[config.mk]
export PLATFORM = sky130hd
export DESIGN_NAME = line_rasterizer
export DESIGN_NICKNAME = d
export VERILOG_FILES = /design/src/hw/rtl/lr_pkg.sv /design/src/hw/rtl/line_rasterizer.sv /design/src/hw/rtl/lr_front.sv /design/src/hw/rtl/lr_queue.sv /design/src/hw/rtl/lr_back.sv
export SDC_FILE = /design/constraint.sdc
export NUM_CORES = 1
export LEC_CHECK = 0
export CORE_MARGIN = 4
export CORE_UTILIZATION = 50
export DETAILED_ROUTE_END_ITERATION = 7
export DONT_BUFFER_PORTS = 1
export SYNTH_ARGS = -nofsm -noshare
export SYNTH_HDL_FRONTEND = slang
export SYNTH_HIERARCHICAL = 1
export SYNTH_SLANG_ARGS = --single-unit
[constraint.sdc]
create_clock -name clk -period 12.9 [get_ports clk]
set_input_delay 1.29 -clock clk [delete_from_list [all_inputs] [get_ports clk]]
set_output_delay 1.29 -clock clk [all_outputs]
set_load 0.01 [all_outputs]
[src/hw/rtl/lr_pkg.sv]
// ---------------------------------------------------------------------------
// lr_pkg
// Types and constants shared by the line rasterizer modules.
// ---------------------------------------------------------------------------
`timescale 1ns / 1ps
`default_nettype none

package lr_pkg;

	localparam int COORD_BITS_DEF = 10;
	localparam int QUEUE_DEPTH    = 4;
	localparam int COLOR_BITS     = 32;

	typedef enum logic [0:0] {
		REQ_LOAD = 1'b0,
		REQ_STEP = 1'b1
	} req_type_t;

	typedef struct packed {
		logic is_load;
		logic steep;
		logic minor_dec;
	} cmd_flags_t;

endpackage

`default_nettype wire

[src/hw/rtl/line_rasterizer.sv]
// ---------------------------------------------------------------------------
// line_rasterizer
// Bresenham line rasterizer: a load word sets up a line, each step word
// returns the next pixel of it while the line lasts.
// ---------------------------------------------------------------------------
//  Channel  | Direction | Fields (lowest bit first)
//  s_axis   | in        | tuser: req_type; tdata: x_start, y_start, x_end, y_end, color
//  m_axis   | out       | tdata: pixel_x, pixel_y, pixel_color; tlast: last_pixel
//
// One input word is taken per clock while the queue is not full; a step word is
// written to the queue when accepted, then the stepper and the output register
// take it and its pixel shows on m_axis.
// The stepper updates the coordinates and error term and checks for the last pixel.
// Reset empties the queue, clears the output valid flag and leaves no line active.
// A stall on m_axis holds the stepper; the four-entry queue takes words until full.
// ---------------------------------------------------------------------------
`timescale 1ns / 1ps
`default_nettype none

module line_rasterizer #(
	parameter int  COORD_BITS = lr_pkg::COORD_BITS_DEF,
	localparam int IN_W  = ((4 * COORD_BITS + lr_pkg::COLOR_BITS + 7) / 8) * 8,
	localparam int OUT_W = ((2 * COORD_BITS + lr_pkg::COLOR_BITS + 7) / 8) * 8
) (
	input  wire logic             clk,
	input  wire logic             arst_n,
	input  wire logic             s_axis_tvalid,
	output logic                  s_axis_tready,
	input  wire logic [IN_W-1:0]  s_axis_tdata,  // x_start, y_start, x_end, y_end, color
	input  wire logic             s_axis_tuser,  // req_type
	output logic                  m_axis_tvalid,
	input  wire logic             m_axis_tready,
	output logic [OUT_W-1:0]      m_axis_tdata,  // pixel_x, pixel_y, pixel_color
	output logic                  m_axis_tlast   // last_pixel
);

	localparam int CB    = COORD_BITS;
	localparam int CW    = lr_pkg::COLOR_BITS;
	localparam int FL_W  = $bits(lr_pkg::cmd_flags_t);
	localparam int Q_W   = FL_W + 5 * CB + (CB + 3) + CW;

	lr_pkg::cmd_flags_t f_flags, b_flags;
	logic [CB-1:0]      f_sx, f_sy, f_stop, f_dmaj, f_dmin;
	logic [CB-1:0]      b_sx, b_sy, b_stop, b_dmaj, b_dmin;
	logic [CB+2:0]      f_err, b_err;
	logic [CW-1:0]      b_color;
	logic               q_full, q_push, q_pop, q_head_valid;
	logic [Q_W-1:0]     q_push_data, q_head_data;
	logic [CB-1:0]      px, py;
	logic [CW-1:0]      pc;

	lr_front #(.COORD_BITS(CB)) u_front (
		.in_valid    (s_axis_tvalid),
		.in_ready    (s_axis_tready),
		.req_type    (s_axis_tuser),
		.x_start     (s_axis_tdata[CB-1:0]),
		.y_start     (s_axis_tdata[2*CB-1:CB]),
		.x_end       (s_axis_tdata[3*CB-1:2*CB]),
		.y_end       (s_axis_tdata[4*CB-1:3*CB]),
		.q_full      (q_full),
		.q_push      (q_push),
		.flags       (f_flags),
		.start_x     (f_sx),
		.start_y     (f_sy),
		.major_stop  (f_stop),
		.delta_major (f_dmaj),
		.delta_minor (f_dmin),
		.error_init  (f_err)
	);

	assign q_push_data = {s_axis_tdata[4*CB+CW-1:4*CB], f_err, f_dmin, f_dmaj,
		f_stop, f_sy, f_sx, f_flags};

	lr_queue #(.WIDTH(Q_W)) u_queue (
		.clk        (clk),
		.arst_n     (arst_n),
		.push       (q_push),
		.push_data  (q_push_data),
		.full       (q_full),
		.pop        (q_pop),
		.head_valid (q_head_valid),
		.head_data  (q_head_data)
	);

	assign {b_color, b_err, b_dmin, b_dmaj, b_stop, b_sy, b_sx, b_flags} = q_head_data;

	lr_back #(.COORD_BITS(CB)) u_back (
		.clk         (clk),
		.arst_n      (arst_n),
		.head_valid  (q_head_valid),
		.flags       (b_flags),
		.start_x     (b_sx),
		.start_y     (b_sy),
		.major_stop  (b_stop),
		.delta_major (b_dmaj),
		.delta_minor (b_dmin),
		.error_init  (b_err),
		.color       (b_color),
		.pop         (q_pop),
		.out_valid   (m_axis_tvalid),
		.out_ready   (m_axis_tready),
		.pixel_x     (px),
		.pixel_y     (py),
		.pixel_color (pc),
		.last_pixel  (m_axis_tlast)
	);

	assign m_axis_tdata = OUT_W'({pc, py, px});

endmodule

`default_nettype wire

[src/hw/rtl/lr_front.sv]
// ---------------------------------------------------------------------------
// lr_front
// Accepts input words, tells loads from steps and works out the line setup.
// ---------------------------------------------------------------------------
`timescale 1ns / 1ps
`default_nettype none

module lr_front #(
	parameter int COORD_BITS = lr_pkg::COORD_BITS_DEF
) (
	input  wire logic                    in_valid,
	output logic                         in_ready,
	input  wire logic                    req_type,
	input  wire logic [COORD_BITS-1:0]   x_start,
	input  wire logic [COORD_BITS-1:0]   y_start,
	input  wire logic [COORD_BITS-1:0]   x_end,
	input  wire logic [COORD_BITS-1:0]   y_end,
	input  wire logic                    q_full,
	output logic                         q_push,
	output lr_pkg::cmd_flags_t           flags,
	output logic [COORD_BITS-1:0]        start_x,
	output logic [COORD_BITS-1:0]        start_y,
	output logic [COORD_BITS-1:0]        major_stop,
	output logic [COORD_BITS-1:0]        delta_major,
	output logic [COORD_BITS-1:0]        delta_minor,
	output logic [COORD_BITS+2:0]        error_init
);

	logic [COORD_BITS-1:0] dx, dy, sx, sy, ex, ey;
	logic                  steep, swap;

	assign in_ready = !q_full;
	assign q_push   = in_valid && !q_full;

	always_comb begin
		dx    = (x_start > x_end) ? x_start - x_end : x_end - x_start;
		dy    = (y_start > y_end) ? y_start - y_end : y_end - y_start;
		steep = !(dy < dx);
		swap  = steep ? (y_start > y_end) : (x_start > x_end);
		if (swap) begin
			sx = x_end;
			sy = y_end;
			ex = x_start;
			ey = y_start;
		end else begin
			sx = x_start;
			sy = y_start;
			ex = x_end;
			ey = y_end;
		end
		start_x           = sx;
		start_y           = sy;
		major_stop        = steep ? ey : ex;
		delta_major       = steep ? dy : dx;
		delta_minor       = steep ? dx : dy;
		flags.is_load     = (req_type == lr_pkg::REQ_LOAD);
		flags.steep       = steep;
		flags.minor_dec   = steep ? (ex < sx) : (ey < sy);
		error_init        = {2'b00, delta_minor, 1'b0} - {3'b000, delta_major};
	end

endmodule

`default_nettype wire

[src/hw/rtl/lr_queue.sv]
// ---------------------------------------------------------------------------
// lr_queue
// Short first-in first-out queue between the front and the back part.
// ---------------------------------------------------------------------------
`timescale 1ns / 1ps
`default_nettype none

module lr_queue #(
	parameter int WIDTH = 8
) (
	input  wire logic              clk,
	input  wire logic              arst_n,
	input  wire logic              push,
	input  wire logic [WIDTH-1:0]  push_data,
	output logic                   full,
	input  wire logic              pop,
	output logic                   head_valid,
	output logic [WIDTH-1:0]       head_data
);

	localparam int DEPTH = lr_pkg::QUEUE_DEPTH;
	localparam int PTR_W = (DEPTH > 1) ? $clog2(DEPTH) : 1;
	localparam int CNT_W = $clog2(DEPTH + 1);

	logic [WIDTH-1:0] mem_q [DEPTH];
	logic [PTR_W-1:0] wr_ptr_q, rd_ptr_q;
	logic [CNT_W-1:0] count_q;

	assign full       = (count_q == CNT_W'(DEPTH));
	assign head_valid = (count_q != '0);
	assign head_data  = mem_q[rd_ptr_q];

	always_ff @(posedge clk or negedge arst_n) begin
		if (!arst_n) begin
			wr_ptr_q <= '0;
			rd_ptr_q <= '0;
			count_q  <= '0;
		end else begin
			if (push) begin
				wr_ptr_q <= (wr_ptr_q == PTR_W'(DEPTH - 1)) ? '0 : wr_ptr_q + 1'b1;
			end
			if (pop) begin
				rd_ptr_q <= (rd_ptr_q == PTR_W'(DEPTH - 1)) ? '0 : rd_ptr_q + 1'b1;
			end
			if (push && !pop) begin
				count_q <= count_q + 1'b1;
			end else if (pop && !push) begin
				count_q <= count_q - 1'b1;
			end
		end
	end

	always_ff @(posedge clk) begin
		if (push) begin
			mem_q[wr_ptr_q] <= push_data;
		end
	end

endmodule

`default_nettype wire

[src/hw/rtl/lr_back.sv]
// ---------------------------------------------------------------------------
// lr_back
// Holds the line state, steps it one pixel at a time and drives the output.
// ---------------------------------------------------------------------------
`timescale 1ns / 1ps
`default_nettype none

module lr_back #(
	parameter int COORD_BITS = lr_pkg::COORD_BITS_DEF
) (
	input  wire logic                          clk,
	input  wire logic                          arst_n,
	input  wire logic                          head_valid,
	input  wire lr_pkg::cmd_flags_t            flags,
	input  wire logic [COORD_BITS-1:0]         start_x,
	input  wire logic [COORD_BITS-1:0]         start_y,
	input  wire logic [COORD_BITS-1:0]         major_stop,
	input  wire logic [COORD_BITS-1:0]         delta_major,
	input  wire logic [COORD_BITS-1:0]         delta_minor,
	input  wire logic [COORD_BITS+2:0]         error_init,
	input  wire logic [lr_pkg::COLOR_BITS-1:0] color,
	output logic                               pop,
	output logic                               out_valid,
	input  wire logic                          out_ready,
	output logic [COORD_BITS-1:0]              pixel_x,
	output logic [COORD_BITS-1:0]              pixel_y,
	output logic [lr_pkg::COLOR_BITS-1:0]      pixel_color,
	output logic                               last_pixel
);

	localparam int ERR_W = COORD_BITS + 3;

	logic                          busy_q, steep_q, minor_dec_q;
	logic [COORD_BITS-1:0]         cur_x_q, cur_y_q, stop_q, dmaj_q, dmin_q;
	logic signed [ERR_W-1:0]       err_q;
	logic [lr_pkg::COLOR_BITS-1:0] color_q;

	logic                          out_valid_q, last_q;
	logic [COORD_BITS-1:0]         px_q, py_q;
	logic [lr_pkg::COLOR_BITS-1:0] pc_q;

	logic                          out_free, emit, load, last, err_pos;
	logic [COORD_BITS-1:0]         major, minor, major_inc, minor_nxt;
	logic signed [ERR_W-1:0]       err_nxt, dmin2, dmaj2;

	always_comb begin
		out_free  = !out_valid_q || out_ready;
		load      = head_valid && flags.is_load;
		emit      = head_valid && !flags.is_load && busy_q && out_free;
		pop       = head_valid && (flags.is_load || !busy_q || out_free);
		major     = steep_q ? cur_y_q : cur_x_q;
		minor     = steep_q ? cur_x_q : cur_y_q;
		major_inc = major + COORD_BITS'(1);
		last      = (major_inc == stop_q);
		err_pos   = (err_q > 0);
		dmin2     = $signed({2'b00, dmin_q, 1'b0});
		dmaj2     = $signed({2'b00, dmaj_q, 1'b0});
		if (err_pos) begin
			minor_nxt = minor_dec_q ? minor - COORD_BITS'(1) : minor + COORD_BITS'(1);
			err_nxt   = err_q + dmin2 - dmaj2;
		end else begin
			minor_nxt = minor;
			err_nxt   = err_q + dmin2;
		end
	end

	always_ff @(posedge clk or negedge arst_n) begin
		if (!arst_n) begin
			busy_q      <= 1'b0;
			out_valid_q <= 1'b0;
		end else begin
			if (load) begin
				busy_q <= (delta_major != '0);
			end else if (emit && last) begin
				busy_q <= 1'b0;
			end
			if (out_free) begin
				out_valid_q <= emit;
			end
		end
	end

	always_ff @(posedge clk) begin
		if (load) begin
			steep_q     <= flags.steep;
			minor_dec_q <= flags.minor_dec;
			cur_x_q     <= start_x;
			cur_y_q     <= start_y;
			stop_q      <= major_stop;
			dmaj_q      <= delta_major;
			dmin_q      <= delta_minor;
			err_q       <= $signed(error_init);
			color_q     <= color;
		end else if (emit) begin
			cur_x_q <= steep_q ? minor_nxt : major_inc;
			cur_y_q <= steep_q ? major_inc : minor_nxt;
			err_q   <= err_nxt;
		end
		if (emit) begin
			px_q   <= cur_x_q;
			py_q   <= cur_y_q;
			pc_q   <= color_q;
			last_q <= last;
		end
	end

	assign out_valid   = out_valid_q;
	assign pixel_x     = px_q;
	assign pixel_y     = py_q;
	assign pixel_color = pc_q;
	assign last_pixel  = last_q;

endmodule

`default_nettype wire

==> flow_summary.toml <==
[route]
drt_pre_antenna_iters = 5
drt_iter0_markers = 1332
via_count = 14100
drt_antenna_net_count = 0
drc = 0
routed_via_density = 5.90
postRouteWirelength_um = 55900
post_drt_wl_per_cell_um = 23.4

[timing]
maxSlewViolCount = 0
total_of_endpoints_with_negative_setup_slack_in_the_final_report = 0
fin_skew_ps = 20.8
timing.slew.headroom = 0.261
worst_slew_pin_slew_ps = 1100
unrepaired_setup_endpoints_after_global_routing = "false"
post-route-period-util = 0.692
minimum_clock_period_after_layout_ps = 8920
achievable-frequency_mhz = 112
whs_ps = 363
tns_ps = 0
final_hold_fails = 0

[critical_path]
timing.critical_path.arrival_ps = 9250
critical_path.most_common_cell = "sky130_fd_sc_hd__a21o_1"
critical_path.max_fanout = 33
timing.critical_path.required_ps = 13230
worstSetupStartpointType = "primary input"
critical-path-slowest-cell = "sky130_fd_sc_hd__a21boi_1"
timing.critical_path.slowest_cell_delay_ps = 610
crit_path_end_kind = "flop"
path_class = "primary input to flop"

[floorplanning]
dieArea_um2 = 55100
die_width_um = 235
die_height_um = 235
pin_count = 136
effective_utilization_at_floorplan = 0.509
core-area_um2 = 50500
num_rows = 82

[finish]
fill_cells = 4029
number_of_nets_in_the_layout = 1856
stdcell_area_um2 = 27900
layout-area-overhead-vs-synth_pct = 8.81
post_route_cells_drive_above_1_share = 0.142

[clock_network]
clockBufferDepth = 3
clk_pin_slew_ps = 60
tritoncts = "built"
holdBufCountCts = 0
clock_latency_ps = 620
cts-buffers-inserted = 55
htree_num_levels = 2
cells_resized_by_post_cts_repair = 0
cts.sink_count = 551
post_cts_buffers = 0
clock_tree_root_driver_cell = "sky130_fd_sc_hd__clkbuf_16"

[power_and_ir_drop]
power_per_cell_area_nw_per_um2 = 312
max-vdd-ir-drop_uv = 188
p_leak_nw = 9.82

[run_status]
status = "complete, no violations"

[logic_synthesis]
synth-edff-count = 542
synth_top_cell_area_share = 0.634
yosys-top-cells-area = "sky130_fd_sc_hd__edfxtp_1 63%, sky130_fd_sc_hd__mux4_2 8.6%, sky130_fd_sc_hd__ha_1 4.4%"
syn_inst = 1674
seq_area_frac_synth = 0.642
post_synth_most_frequent_cells = "542 x sky130_fd_sc_hd__edfxtp_1, 125 x sky130_fd_sc_hd__nand2_1, 98 x sky130_fd_sc_hd__mux4_2, 90 x sky130_fd_sc_hd__ha_1, 90 x sky130_fd_sc_hd__inv_1"
fraction_of_the_mapped_netlist_area_in_simple_logic_gates = 0.0607
ys_async_rst_share = 0.0163
synth-xor-area-share = 0.0246
avgSynthCellArea_um2 = 15.3
synth_top_family_by_area = "multiplexers"
synth-seq-cells = 551
syn-cell-area_um2 = 25700
synth_most_common_cell = "sky130_fd_sc_hd__edfxtp_1"
biggest_area_consumer_among_synthesized_cells = "sky130_fd_sc_hd__edfxtp_1"
yosysUniqueCellTypes = 85
number_of_warning_messages_in_the_yosys_log = 6
synth_area_in_compound_gates = 0.0784
yosys-mux-area-fraction = 0.110
post_synth_fa_ha_maj_area_fraction = 0.0509
synth_top_flop_cell = "sky130_fd_sc_hd__edfxtp_1"

[global_routing]
grt_pass1_wl_um = 86300
grt_max_degree = 91
via_count_of_the_first_global_routing_pass = 14100
gr-total-overflow = 0
grt_antenna_before_repair = 1
grt_use_total = 0.201

[run]
drv.max_cap_violation_count = 0

[placed_design]
place.port_buffers = 0
placed_area_um2 = 26200
place_congestion = 0.909
dp_hpwl_um = 37500

[min_path]
min_delay_worst_type = "primary input to async pin"
==> routing by layer <==
| layer | up-vias | track usage | wire length [um] |
|---|---|---|---|
| met1 | 7141 | 0.296 | 25500 |
| met5 | - | 0 | 0 |
| met4 | 0 | 0.0465 | 1170 |
| met3 | 67 | 0.0383 | 3300 |
| li1 | 6513 | - | - |
| met2 | 394 | 0.316 | 26000 |
==> layout make-up <==
class	count	area, um2	share of cell area
Sequential cell	551	16500	0.591
Multi-Input combinational cell	961	8380	0.300
Clock buffer	70	1460	0.0523
Tap cell	672	841	0.0301
Inverter	93	352	0.0126
Clock inverter	27	246	0.00882
Timing Repair Buffer	18	148	0.00528
Antenna cell	2	5.00	0.000179
==> report_power, final <==
group	switching (W)	internal, W
clock network	0.000657	0.000847
registers	0.000331	0.00309
logic	0.00232	0.00147
total	0.00331	0.00541
==> metrics by stage <==
stage / utilization / instances / power [W] / setup slack (ps)
floorplan: - / 1677 / 0.00626 / 4840
global placement: 0.520 / 2295 / 0.00718 / 3640
detailed placement: 0.520 / 2295 / 0.00726 / 3450
CTS: 0.554 / 2392 / 0.00880 / 4070
global route: 0.554 / 2392 / 0.00930 / 3370
finish: 0.554 / 2394 / 0.00871 / 3980
==> worst paths after layout <==
kind / start / endpoint / slack, ps / depth (start not counted)
hold reg to reg: u_back/color_q[18]$_DFFE_PP_ / u_back/pixel_color[18]$_DFFE_PP_ / 410 / 0
hold / removal: arst_n / u_queue/wr_ptr_q[0]$_DFFE_PN0P_ / 360 / 0
setup reg to reg: u_back/dmin_q[0]$_DFFE_PP_ / u_back/err_q[12]$_DFFE_PP_ / 9160 / 12
min in group clk: u_back/color_q[18]$_DFFE_PP_ / u_back/pixel_color[18]$_DFFE_PP_ / 410 / 0
max in group asynchronous: arst_n / u_queue/rd_ptr_q[1]$_DFFE_PN0P_ / 12450 / 0
setup / recovery: s_axis_tdata[29] / u_queue/mem_q[3][63]$_DFFE_PP_ / 3980 / 36
==> registers in the layout, indices dropped and copies added, names as in the netlist <==
register and cells:
u_back/err_q 13, u_back/color_q 32, u_back/last_pixel 1, u_queue/wr_ptr_q 2, u_back/minor_dec_q 1, u_back/pixel_y 10, u_back/cur_y_q 10, u_queue/rd_ptr_q 2
u_back/dmin_q 10, u_back/stop_q 10, u_back/cur_x_q 10, u_back/pixel_x 10, u_back/steep_q 1, u_queue/mem_q 392, u_back/dmaj_q 10, u_queue/count_q 3
u_back/pixel_color 32, u_back/out_valid 1, u_back/busy_q 1
==> critical path, delay by kind of cell <==
family                   cells  cell delay [ps]
AO/OA/AOI/OAI               16             3840
AND/OR/NAND/NOR              8             1270
adder cells (fa/ha/maj)      3             1090
buffers and inverters        6             1080
XOR/XNOR                     2              340
multiplexers                 1              300
==> placed cells by master (no fill, tap or decap), types with 51 or more instances in the layout <==
cell	n
sky130_fd_sc_hd__clkbuf_16	55
sky130_fd_sc_hd__o21ai_0	51
sky130_fd_sc_hd__nor2_1	65
sky130_fd_sc_hd__nand2_1	125
sky130_fd_sc_hd__ha_1	90
sky130_fd_sc_hd__inv_1	90
sky130_fd_sc_hd__a21oi_1	67
sky130_fd_sc_hd__edfxtp_1	542
sky130_fd_sc_hd__xnor2_1	53
sky130_fd_sc_hd__mux4_2	98
==> cell families (layout without fill, tap and decap cells) <==
family | count (synthesis) | after routing
multiplexers | 155 | 155
flip-flops | 551 | 551
AO/OA/AOI/OAI | 302 | 302
adder cells (fa/ha/maj) | 99 | 99
XOR/XNOR | 72 | 72
AND/OR/NAND/NOR | 329 | 329
buffers and inverters | 165 | 208
other | 1 | 6
Note: power is estimated with default switching activity, not from simulation.
